File: src/hw/rtl/b64d_pkg.sv
`timescale 1ns / 1ps
// ----------------------------------------------------------------------------
// b64d_pkg: shared types and helpers for the base64 stream decoder
// Job record passed from the front end to the back end, alphabet decode.
// ----------------------------------------------------------------------------
package b64d_pkg;

  localparam int unsigned ByteW   = 8;
  localparam int unsigned SextetW = 6;
  localparam int unsigned WordW   = 3 * ByteW;
  localparam int unsigned AccW    = 3 * SextetW;

  localparam logic [ByteW-1:0] ChUpperA = 8'h41;
  localparam logic [ByteW-1:0] ChUpperZ = 8'h5a;
  localparam logic [ByteW-1:0] ChLowerA = 8'h61;
  localparam logic [ByteW-1:0] ChLowerZ = 8'h7a;
  localparam logic [ByteW-1:0] ChDigit0 = 8'h30;
  localparam logic [ByteW-1:0] ChDigit9 = 8'h39;
  localparam logic [ByteW-1:0] ChPlus   = 8'h2b;
  localparam logic [ByteW-1:0] ChSlash  = 8'h2f;

  localparam logic [ByteW-1:0] LowerOfs = 8'd71;  // 'a' - 26
  localparam logic [ByteW-1:0] DigitAdd = 8'd4;   // 52 - '0'
  localparam logic [SextetW-1:0] PlusVal  = 6'd62;
  localparam logic [SextetW-1:0] SlashVal = 6'd63;

  // One unit of work for the back end: up to three bytes, optional end mark.
  typedef struct packed {
    logic [WordW-1:0] word;    // bytes, first one in the top bits
    logic [1:0]       nbytes;  // 0..3 bytes due
    logic             eos;     // string closes with this job
  } b64d_job_t;

  typedef struct packed {
    logic               hit;
    logic [SextetW-1:0] val;
  } b64d_sextet_t;

  function automatic b64d_sextet_t sextet_of(input logic [ByteW-1:0] c);
    b64d_sextet_t r;
    logic [ByteW-1:0] t;
    r.hit = 1'b1;
    t     = '0;
    case (c) inside
      [ChUpperA:ChUpperZ]: t = c - ChUpperA;
      [ChLowerA:ChLowerZ]: t = c - LowerOfs;
      [ChDigit0:ChDigit9]: t = c + DigitAdd;
      ChPlus:              t = {2'b00, PlusVal};
      ChSlash:             t = {2'b00, SlashVal};
      default:             r.hit = 1'b0;
    endcase
    r.val = t[SextetW-1:0];
    return r;
  endfunction

endpackage

File: src/hw/rtl/b64d_front.sv
`timescale 1ns / 1ps
// ----------------------------------------------------------------------------
// b64d_front: character intake and sextet gathering
// Maps each character, keeps the pending group, emits byte jobs.
// ----------------------------------------------------------------------------
module b64d_front (
  input  logic                 clk_i,
  input  logic                 rst_ni,
  input  logic                 in_valid_i,
  output logic                 in_ready_o,
  input  logic [7:0]           char_code_i,
  input  logic                 last_char_i,
  input  logic                 full_i,
  output logic                 push_o,
  output b64d_pkg::b64d_job_t  job_o
);
  import b64d_pkg::*;

  logic [AccW-1:0] acc_q, acc_d;
  logic [1:0]      cnt_q, cnt_d;
  logic            stop_q, stop_d;
  logic            accept;
  b64d_sextet_t    sx;
  b64d_job_t       job;

  assign in_ready_o = !full_i;
  assign accept     = in_valid_i && in_ready_o;
  assign sx         = sextet_of(char_code_i);

  always_comb begin
    acc_d      = acc_q;
    cnt_d      = cnt_q;
    stop_d     = stop_q;
    job.word   = '0;
    job.nbytes = 2'd0;
    job.eos    = 1'b0;
    if (!stop_q) begin
      if (!sx.hit) begin
        stop_d = 1'b1;
      end else if (cnt_q == 2'd3) begin
        job.word   = {acc_q, sx.val};
        job.nbytes = 2'd3;
        acc_d      = '0;
        cnt_d      = 2'd0;
      end else begin
        acc_d = {acc_q[AccW-SextetW-1:0], sx.val};
        cnt_d = cnt_q + 2'd1;
      end
    end
    if (last_char_i) begin
      // flush a partial group, zero padded
      if (cnt_d == 2'd2) begin
        job.word   = {acc_d[2*SextetW-1:0], {(WordW-2*SextetW){1'b0}}};
        job.nbytes = 2'd1;
      end else if (cnt_d == 2'd3) begin
        job.word   = {acc_d, {(WordW-AccW){1'b0}}};
        job.nbytes = 2'd2;
      end
      job.eos = 1'b1;
      acc_d   = '0;
      cnt_d   = 2'd0;
      stop_d  = 1'b0;
    end
  end

  assign push_o = accept && ((job.nbytes != 2'd0) || job.eos);
  assign job_o  = job;

  always_ff @(posedge clk_i or negedge rst_ni) begin
    if (!rst_ni) begin
      acc_q  <= '0;
      cnt_q  <= 2'd0;
      stop_q <= 1'b0;
    end else if (accept) begin
      acc_q  <= acc_d;
      cnt_q  <= cnt_d;
      stop_q <= stop_d;
    end
  end

endmodule

File: src/hw/rtl/b64d_job_fifo.sv
`timescale 1ns / 1ps
// ----------------------------------------------------------------------------
// b64d_job_fifo: job queue between front and back end
// Small circular buffer; head entry is shown while not empty.
// ----------------------------------------------------------------------------
module b64d_job_fifo #(
  parameter int unsigned DEPTH = 4
) (
  input  logic                 clk_i,
  input  logic                 rst_ni,
  input  logic                 push_i,
  input  b64d_pkg::b64d_job_t  job_i,
  output logic                 full_o,
  input  logic                 pop_i,
  output logic                 empty_o,
  output b64d_pkg::b64d_job_t  head_o
);
  import b64d_pkg::*;

  localparam int unsigned PtrW = (DEPTH > 1) ? $clog2(DEPTH) : 1;
  localparam int unsigned CntW = $clog2(DEPTH + 1);
  localparam logic [PtrW-1:0] LastPtr = PtrW'(DEPTH - 1);
  localparam logic [CntW-1:0] DepthCnt = CntW'(DEPTH);

  b64d_job_t       mem_q [DEPTH];
  logic [PtrW-1:0] wr_q, wr_d, rd_q, rd_d;
  logic [CntW-1:0] cnt_q, cnt_d;

  assign full_o  = (cnt_q == DepthCnt);
  assign empty_o = (cnt_q == '0);
  assign head_o  = mem_q[rd_q];

  always_comb begin
    wr_d  = wr_q;
    rd_d  = rd_q;
    cnt_d = cnt_q;
    if (push_i) wr_d = (wr_q == LastPtr) ? '0 : wr_q + PtrW'(1);
    if (pop_i)  rd_d = (rd_q == LastPtr) ? '0 : rd_q + PtrW'(1);
    if (push_i && !pop_i) cnt_d = cnt_q + CntW'(1);
    else if (pop_i && !push_i) cnt_d = cnt_q - CntW'(1);
  end

  always_ff @(posedge clk_i) begin
    if (push_i) mem_q[wr_q] <= job_i;
  end

  always_ff @(posedge clk_i or negedge rst_ni) begin
    if (!rst_ni) begin
      wr_q  <= '0;
      rd_q  <= '0;
      cnt_q <= '0;
    end else begin
      wr_q  <= wr_d;
      rd_q  <= rd_d;
      cnt_q <= cnt_d;
    end
  end

  a_no_overflow : assert property (@(posedge clk_i) disable iff (!rst_ni)
    push_i |-> !full_o)
    else $error("job pushed into full queue");

  a_cnt_bound : assert property (@(posedge clk_i) disable iff (!rst_ni)
    cnt_q <= DepthCnt)
    else $error("queue fill count out of range");

endmodule

File: src/hw/rtl/b64d_back.sv
`timescale 1ns / 1ps
// ----------------------------------------------------------------------------
// b64d_back: result sequencer
// Walks the head job one result per cycle into the output register while the receiver takes them.
// ----------------------------------------------------------------------------
module b64d_back (
  input  logic                 clk_i,
  input  logic                 rst_ni,
  input  logic                 empty_i,
  input  b64d_pkg::b64d_job_t  job_i,
  output logic                 pop_o,
  output logic                 out_valid_o,
  input  logic                 out_ready_i,
  output logic [7:0]           data_byte_o,
  output logic                 byte_present_o,
  output logic                 last_of_run_o,
  output logic                 end_of_string_o
);
  import b64d_pkg::*;

  logic [1:0]       idx_q, idx_d;
  logic             vld_q, vld_d;
  logic [ByteW-1:0] byte_q, byte_d;
  logic             pres_q, last_q, eos_q;
  logic             pres_d, last_d, eos_d;
  logic             load, last_res;

  assign load     = (!vld_q || out_ready_i) && !empty_i;
  assign last_res = (job_i.nbytes == 2'd0) || (idx_q == job_i.nbytes - 2'd1);
  assign pop_o    = load && last_res;

  always_comb begin
    case (idx_q)
      2'd0:    byte_d = job_i.word[WordW-1 -: ByteW];
      2'd1:    byte_d = job_i.word[WordW-ByteW-1 -: ByteW];
      default: byte_d = job_i.word[ByteW-1:0];
    endcase
    pres_d = (job_i.nbytes != 2'd0);
    if (!pres_d) byte_d = '0;
    last_d = last_res;
    eos_d  = last_res && job_i.eos;
    idx_d  = idx_q;
    if (load) idx_d = last_res ? 2'd0 : idx_q + 2'd1;
    vld_d = load ? 1'b1 : (out_ready_i ? 1'b0 : vld_q);
  end

  always_ff @(posedge clk_i or negedge rst_ni) begin
    if (!rst_ni) begin
      idx_q <= 2'd0;
      vld_q <= 1'b0;
    end else begin
      idx_q <= idx_d;
      vld_q <= vld_d;
    end
  end

  always_ff @(posedge clk_i) begin
    if (load) begin
      byte_q <= byte_d;
      pres_q <= pres_d;
      last_q <= last_d;
      eos_q  <= eos_d;
    end
  end

  assign out_valid_o     = vld_q;
  assign data_byte_o     = byte_q;
  assign byte_present_o  = pres_q;
  assign last_of_run_o   = last_q;
  assign end_of_string_o = eos_q;

  a_pop_nonempty : assert property (@(posedge clk_i) disable iff (!rst_ni)
    pop_o |-> !empty_i)
    else $error("pop from empty queue");

  a_idx_range : assert property (@(posedge clk_i) disable iff (!rst_ni)
    idx_q != 2'd3)
    else $error("byte index out of range");

  a_marker_shape : assert property (@(posedge clk_i) disable iff (!rst_ni)
    (vld_q && !pres_q) |-> (byte_q == '0) && eos_q && last_q)
    else $error("end marker malformed");

  a_eos_closes_run : assert property (@(posedge clk_i) disable iff (!rst_ni)
    (vld_q && eos_q) |-> last_q)
    else $error("end of string not on last result of item");

endmodule

File: src/hw/rtl/base64_stream_decoder.sv
`timescale 1ns / 1ps
// ----------------------------------------------------------------------------
// base64_stream_decoder: streaming base64 decoder, one character per item
// Front end gathers sextets, job queue, back end emits one byte per result.
// ----------------------------------------------------------------------------
// Feed one ASCII character per input item with last_char_i set on the
// final character of each string. Every fourth alphabet character yields
// three byte results; the first character outside the alphabet ('=' too)
// stops decoding until the end of the string, where a partial group of k
// values yields k-1 bytes. Each string closes with a result flagged
// end_of_string_o, a bare marker (byte_present_o low) if no byte is due.
// last_of_run_o marks the final result caused by one input item. Input is
// taken one item per cycle while the job queue has room; the back end
// delivers one result per cycle while the receiver takes them, and the
// queue absorbs the burst of a character yielding three bytes. An accepted
// item's job is written into the job queue, and its first result is
// loaded into the output register from the queue head once that register
// is free and earlier jobs have drained.
// ----------------------------------------------------------------------------
module base64_stream_decoder #(
  parameter int unsigned QUEUE_DEPTH = 4
) (
  input  logic       clk_i,
  input  logic       rst_ni,
  input  logic       in_valid_i,
  output logic       in_ready_o,
  input  logic [7:0] char_code_i,
  input  logic       last_char_i,
  output logic       out_valid_o,
  input  logic       out_ready_i,
  output logic [7:0] data_byte_o,
  output logic       byte_present_o,
  output logic       last_of_run_o,
  output logic       end_of_string_o
);
  import b64d_pkg::*;

  logic      push, pop, full, empty;
  b64d_job_t job_in, job_head;

  // classify characters and build byte jobs
  b64d_front u_front (
    .clk_i       (clk_i),
    .rst_ni      (rst_ni),
    .in_valid_i  (in_valid_i),
    .in_ready_o  (in_ready_o),
    .char_code_i (char_code_i),
    .last_char_i (last_char_i),
    .full_i      (full),
    .push_o      (push),
    .job_o       (job_in)
  );

  // decouple intake from result delivery
  b64d_job_fifo #(
    .DEPTH (QUEUE_DEPTH)
  ) u_fifo (
    .clk_i   (clk_i),
    .rst_ni  (rst_ni),
    .push_i  (push),
    .job_i   (job_in),
    .full_o  (full),
    .pop_i   (pop),
    .empty_o (empty),
    .head_o  (job_head)
  );

  // drain each job one result at a time
  b64d_back u_back (
    .clk_i           (clk_i),
    .rst_ni          (rst_ni),
    .empty_i         (empty),
    .job_i           (job_head),
    .pop_o           (pop),
    .out_valid_o     (out_valid_o),
    .out_ready_i     (out_ready_i),
    .data_byte_o     (data_byte_o),
    .byte_present_o  (byte_present_o),
    .last_of_run_o   (last_of_run_o),
    .end_of_string_o (end_of_string_o)
  );

endmodule

File: config.mk
export PLATFORM = sky130hd
export DESIGN_NAME = base64_stream_decoder
export DESIGN_NICKNAME = d
export VERILOG_FILES = /design/src/hw/rtl/b64d_pkg.sv /design/src/hw/rtl/b64d_front.sv /design/src/hw/rtl/b64d_job_fifo.sv /design/src/hw/rtl/b64d_back.sv /design/src/hw/rtl/base64_stream_decoder.sv
export SDC_FILE = /design/constraint.sdc
export NUM_CORES = 1
export LEC_CHECK = 0
export ABC_AREA = 1
export ABC_CLOCK_PERIOD_IN_PS = 7230
export BUFFER_PORTS_ARGS = -buffer_cell sky130_fd_sc_hd__buf_2
export CORE_MARGIN = 5
export CORE_UTILIZATION = 45
export DETAILED_ROUTE_END_ITERATION = 16
export PLACE_DENSITY = 0.68
export RECOVER_POWER = 50
export SYNTH_ARGS = -nofsm -noshare
export SYNTH_HDL_FRONTEND = slang
export SYNTH_SLANG_ARGS = --single-unit
File: constraint.sdc
create_clock -name clk_i -period 7.23 [get_ports clk_i]
set_input_delay 0.3615 -clock clk_i [delete_from_list [all_inputs] [get_ports clk_i]]
set_output_delay 0.3615 -clock clk_i [all_outputs]
set_load 0.01 [all_outputs]
==> results.sh, run 1 <==
export IMPL_yosys_area_top_type="edfxtp_1"
export IMPL_antenna_found_initial=0
export IMPL_power_leakage_nw=3.17
export IMPL_die_h_um=137
export IMPL_cts_made_buffers=17
export IMPL_min_period_ps=4500
export IMPL_first_iter_violations=561
export IMPL_min_path_cells=2
export IMPL_startpoint_type="input pin"
export IMPL_dp_hpwl_mm=10.2
export IMPL_wire_per_inst_um=15.8
export IMPL_setup_worst_path_class="in2reg"
export IMPL_worst_hold_slack_ps=144
export IMPL_critical_path_arrival_ps=4510
export IMPL_p_int_w=0.00183
export IMPL_setup_viol=0
export IMPL_cts_hold_buf=0
export IMPL_async_reset_ff_share_pct=20.7
export IMPL_fmax_mhz=222
export IMPL_status="complete, but fails checks"
export IMPL_io_pin_count=26
export IMPL_hold_start="out_ready_i"
export IMPL_synth_edf_count=119
export IMPL_place_ws_ps=3100
export IMPL_syn_area_per_cell_sq_um=9.86
export IMPL_clkPwrFrac_pct=26.6
export IMPL_synth_area_leaders="edfxtp_1, dfrtp_1, nand2_1"
export IMPL_drtAntennaViolNets=0
export IMPL_ys_seq_area_share_pct=59.5
export IMPL_hold_viol=0
export IMPL_p_per_area_nw_per_um2=360
export IMPL_drv_slew=60
export IMPL_violations="capacitance limit, slew limit"
export IMPL_final_core_util_pct=50.3
export IMPL_cts_tree="yes"
export IMPL_grtUsageTotal_pct=17.3
export IMPL_ys_seq_elements=150
export IMPL_syn_nets=774
export IMPL_cts_sinks=150
export IMPL_synth_distinct_cells=38
export IMPL_die_w_um=137
export IMPL_syn_inst=741
export IMPL_critical_path_max_fanout=27
export IMPL_post_cts_buffers=0
export IMPL_p_switching_w=0.00105
export IMPL_grt_pass1_wl_mm=24.9
export IMPL_grt_pass1_vias=4835
export IMPL_netlist_area_sq_um=7310
export IMPL_setup_slack_ps=2730
export IMPL_area_growth_syn_to_layout_pct=9.43
export IMPL_avgViaCountPerCell=5.26
export IMPL_final_layout_size_suffix_gt1_share_pct=8.76
export IMPL_endpoint_kind="register"
export IMPL_finalPower_w=0.00288
export IMPL_yosys_warnings=0
export IMPL_die_area_sq_um=18900
export IMPL_num_antenna_cells=0
export IMPL_max_stage_delay_ps=1270
export IMPL_first_pass_iters=5
export IMPL_drt_wl_total_mm=15.7
export IMPL_vdd_drop_max_mv=0.191
export IMPL_maxSlewHeadroom_pct=-20.5
export IMPL_pwr_share_comb_pct=32.8
export IMPL_cts_path_max_buffers=2
export IMPL_initial_utilization_pct=46.0
export IMPL_cap_viol_max_count=3
export IMPL_clock_tree_root_cell="clkbuf_16"
export IMPL_cp_required_ps=7240
export IMPL_ctsResizeCount=0
export IMPL_reg2reg_to="u_fifo.cnt_q[1]"
export IMPL_fin_nets=796
export IMPL_hold_class="in2reg"
export IMPL_overflow=0
export IMPL_drc_errors=0
export IMPL_min_period_over_period_pct=62.2
export IMPL_cts_htree_levels=4
export IMPL_cp_common_cell="nand2_1"
export IMPL_critical_path_cell_chain="clkbuf_1 -> inv_1 -> ha_1 -> inv_1 -> nand2_1 -> nand2_1 -> nor2_1 -> nor2_1 -> nand2_1 -> nand3_1 -> nand2_1 -> nor2_1 -> o21ai_0 -> nor2_2 -> clkbuf_1"
export IMPL_reg2reg_depth=18
export IMPL_switching_share_pct=36.6
export IMPL_min_to="u_back.out_valid_o"
export IMPL_num_rows=46
export IMPL_clock_latency_ps=420
export IMPL_cts_clk_slew_worst_paths_ps=60
export IMPL_synth_most_common_cell="nand2_1"
export IMPL_yosys_top_cells_count="nand2_1, edfxtp_1, nor2_1"
export IMPL_grt_max_degree=58
export IMPL_sequentialPowerShare_pct=40.6
export IMPL_tns_ps=0
export IMPL_core_area_sq_um=15900
export IMPL_rsz0062_at_grt="no"
export IMPL_port_buffers=25
export IMPL_r2r_start="u_fifo.rd_q[0]"
export IMPL_crit_slowest_cell="clkbuf_1"
export IMPL_place_congestion=0.840
export IMPL_worst_pin_slew_ps=1810
export IMPL_vias=5213
export IMPL_rrSetupSlack_ps=3070
export IMPL_worst_clock_skew_ps=7.39
export IMPL_yosys_area_top_type_share_pct=48.9
export IMPL_synth_flop_cell="edfxtp_1"
==> state kept, by name, summed over array words and instances, names as in the netlist, 2 cells and up <==
register and cells:
u_fifo.rd_q 2, u_front.cnt_q 2, u_fifo.mem_q 108, u_fifo.cnt_q 3
u_back.idx_q 2, u_fifo.wr_q 2, u_front.acc_q 18, u_back.data_byte_o 8
==> routing by layer <==
metal | up-vias | global-route usage (%) | share of wire (%)
li1 | 2575 | - | -
met1 | 2472 | 24.0 | 47
met2 | 139 | 27.0 | 46
met3 | 27 | 2.99 | 4.2
met4 | 0 | 7.21 | 2.4
met5 | - | 0 | 0
==> area by class of cell <==
class / count / area [sq um]
Fill cell: 1463 / 7890
Sequential cell: 150 / 4350
Multi-Input combinational cell: 491 / 2440
Clock buffer: 17 / 425
Tap cell: 216 / 270
Inverter: 71 / 269
Timing Repair Buffer: 32 / 154
Clock inverter: 15 / 90.1
==> layout by cell type (no fill, tap or decap), types with 9 or more instances in the layout <==
cell type and instances:
nand2_1 157, edfxtp_1 119, nor2_1 96, o21ai_0 81
inv_1 61, nand3_1 43, o22ai_1 42, dfrtp_1 31
ha_1 19, clkbuf_16 17, clkbuf_1 17, o21ai_1 12
buf_2 9
==> critical path, delay by kind of cell <==
family | cells | cell delay [ps]
compound gates | 1 | 360
fa+ha+maj | 1 | 240
buf+inv | 4 | 1780
simple gates | 9 | 1760
==> metrics by stage <==
step                      cell area [sq um]  instances
final                                  8000        992
after global routing                   8000        992
after CTS                              8130        992
after detailed placement               7610        960
after global placement                 7610        960
after floorplan                        7310        741
==> power by group through the flow <==
stage          clock (W)  combinational [W]  sequential [W]
2_1_floorplan          0           0.000709         0.00118
3_3_place_gp           0           0.000951         0.00118
3_5_place_dp           0           0.000965         0.00118
4_1_cts         0.000779           0.000974         0.00117
5_1_grt         0.000817            0.00107         0.00118
6_report        0.000765           0.000944         0.00117
==> kinds of logic (layout without fill, tap and decap cells) <==
| family | count (synthesis) | count (layout) | share of synthesized area (%) |
|---|---|---|---|
| AO/OA/AOI/OAI | 149 | 149 | 12.0 |
| XOR/XNOR | 8 | 8 | 0.959 |
| adder cells (fa/ha/maj) | 20 | 20 | 3.53 |
| buffers and inverters | 100 | 135 | 5.87 |
| flip-flops | 150 | 150 | 59.5 |
| AND/OR/NAND/NOR | 314 | 314 | 18.1 |
==> worst max-delay path by stage <==
stage              startpoint                   to  slack [ps]  cells after the start
2_1_floorplan  char_code_i[0]   u_fifo.mem_q[0][0]        4040                     13
3_5_place_dp   u_fifo.rd_q[0]      u_fifo.cnt_q[1]        3100                     18
3_3_place_gp   u_fifo.rd_q[0]      u_fifo.cnt_q[1]        3220                     18
5_1_grt        char_code_i[0]  u_fifo.mem_q[1][17]        2340                     15
6_report       char_code_i[0]   u_fifo.mem_q[1][6]        2730                     15
4_1_cts        u_fifo.rd_q[0]      u_fifo.cnt_q[1]        3070                     18
No activity file was read; power rests on OpenSTA's default activity.
==> run 2, diff against run 1 <==
Settings changed: ABC_CLOCK_PERIOD_IN_PS 7230 to 4700.
Clock period 7.23 ns to 4.7 ns, I/O delays scaled along.
==> results.sh, run 2 (same netlist as run 1, synthesis figures left out) <==
export IMPL_clock_tree_root_cell="clkbuf_16"
export IMPL_overflow=0
export IMPL_grt_max_degree=52
export IMPL_cts_hold_buf=2
export IMPL_grt_pass1_wl_mm=25.8
export IMPL_cts_htree_levels=4
export IMPL_hold_viol=0
export IMPL_hold_start="in_valid_i"
export IMPL_post_cts_buffers=0
export IMPL_drv_slew=84
export IMPL_r2r_start="u_fifo.rd_q[0]"
export IMPL_cts_made_buffers=17
export IMPL_cts_sinks=150
export IMPL_io_pin_count=26
export IMPL_area_growth_syn_to_layout_pct=11.3
export IMPL_setup_worst_path_class="in2reg"
export IMPL_min_period_over_period_pct=76.2
export IMPL_final_layout_size_suffix_gt1_share_pct=8.71
export IMPL_num_antenna_cells=0
export IMPL_drtAntennaViolNets=0
export IMPL_fin_nets=801
export IMPL_path_buf_inv=4
export IMPL_port_buffers=25
export IMPL_grtUsageTotal_pct=18.0
export IMPL_place_congestion=0.884
export IMPL_min_period_ps=3580
export IMPL_endpoint_kind="register"
export IMPL_dp_hpwl_mm=10.4
export IMPL_drt_wl_total_mm=15.9
export IMPL_crit_slowest_cell="nand2_1"
export IMPL_grt_pass1_vias=4900
export IMPL_setup_viol=0
export IMPL_die_w_um=137
export IMPL_p_per_area_nw_per_um2=576
export IMPL_final_cell_mix="nand2_1, edfxtp_1, nor2_1"
export IMPL_rsz0062_at_grt="no"
export IMPL_cts_tree="yes"
export IMPL_initial_utilization_pct=46.0
export IMPL_cp_top_family="simple AND/OR/NAND/NOR gates"
export IMPL_worst_clock_skew_ps=7.37
export IMPL_ctsResizeCount=0
export IMPL_num_rows=46
export IMPL_hold_class="in2reg"
export IMPL_maxSlewHeadroom_pct=-41.5
export IMPL_violations="capacitance limit, slew limit"
export IMPL_avgViaCountPerCell=5.21
export IMPL_die_area_sq_um=18900
export IMPL_critical_path_cell_chain="clkbuf_1 -> inv_1 -> ha_1 -> inv_1 -> nand2_1 -> nand2_1 -> nor2_1 -> nor2_1 -> nand2_1 -> nand3_1 -> nand2_1 -> nand2_2 -> nand3_1 -> nand2_1 -> inv_1 -> nand2_1 -> nand3_1"
export IMPL_worst_hold_slack_ps=222
export IMPL_cts_path_max_buffers=2
export IMPL_crit_start="char_code_i[0]"
export IMPL_fmax_mhz=279
export IMPL_vias=5192
export IMPL_first_pass_iters=5
export IMPL_antenna_found_initial=0
export IMPL_startpoint_type="input pin"
export IMPL_die_h_um=137
export IMPL_core_area_sq_um=15900
export IMPL_cts_clk_slew_worst_paths_ps=60
export IMPL_status="complete, but fails checks"
export IMPL_max_stage_delay_ps=480
export IMPL_cap_viol_max_count=3
export IMPL_wire_per_inst_um=16.0
export IMPL_clock_latency_ps=430
export IMPL_critical_path_arrival_ps=3680
export IMPL_largest_register_ff_count=108
export IMPL_critical_path_max_fanout=15
export IMPL_worst_pin_slew_ps=2120
export IMPL_cp_required_ps=4790
export IMPL_top_register="u_fifo.mem_q"
export IMPL_final_common_cell="nand2_1"
export IMPL_first_iter_violations=449
export IMPL_cp_common_cell="nand2_1"
export IMPL_drc_errors=0
export IMPL_power_leakage_nw=3.24
export IMPL_vdd_drop_max_mv=0.307
export IMPL_tns_ps=0
## run 2: cell type report
class,instances,area [sq um]
fillers,1477,7750
well taps,216,270
clock inverters,14,183
repair buffers,37,196
flip-flops and latches,150,4350
multi-input cells,491,2430
inverters,71,269
clock buffers,18,429
## run 2: tightest hold or removal path, delay by kind of cell
family / cells / cell delay (ps)
AND/OR/NAND/NOR: 2 / 220
buffers and inverters: 1 / 70
AO/OA/AOI/OAI: 1 / 70
## run 2: path summary, 6_finish.rpt
| check | to | slack, ps | cells past startpoint |
|---|---|---|---|
| min reg2reg | u_fifo.cnt_q[0] | 540 | 1 |
| min in group asynchronous | u_back.idx_q[1] | 830 | 2 |
| min | u_front.cnt_q[0] | 220 | 4 |
| max reg2reg | u_back.data_byte_o[2] | 1480 | 9 |
| max | u_fifo.mem_q[3][23] | 1120 | 17 |
| max in group asynchronous | u_front.acc_q[2] | 2800 | 2 |
## run 2: where the power goes
group,internal [W],leakage (nW),switching [W]
combinational,0.000465,1.38,0.00103
sequential,0.00170,1.56,0.0000849
clock,0.000882,0.293,0.000523
total,0.00305,3.24,0.00164
## run 2: routing by layer
layer,share of wire [%],wire [um],global-route usage (%)
met1,46,7330,24.5
met2,48,7570,28.2
met3,4.6,727,3.94
met4,1.9,299,6.93
met5,0,0,0
## run 2: through the flow
stage | std cells | power, W | setup WS [ps] | cell area [sq um] | util [%]
after floorplan | 741 | 0.00291 | 1620 | 7310 | -
after global placement | 963 | 0.00332 | 1530 | 7630 | 48.1
after detailed placement | 963 | 0.00335 | 1480 | 7630 | 48.1
after CTS | 997 | 0.00475 | 1490 | 8270 | 52.0
after global routing | 997 | 0.00498 | 703 | 8130 | 51.2
final | 997 | 0.00469 | 1120 | 8130 | 51.2
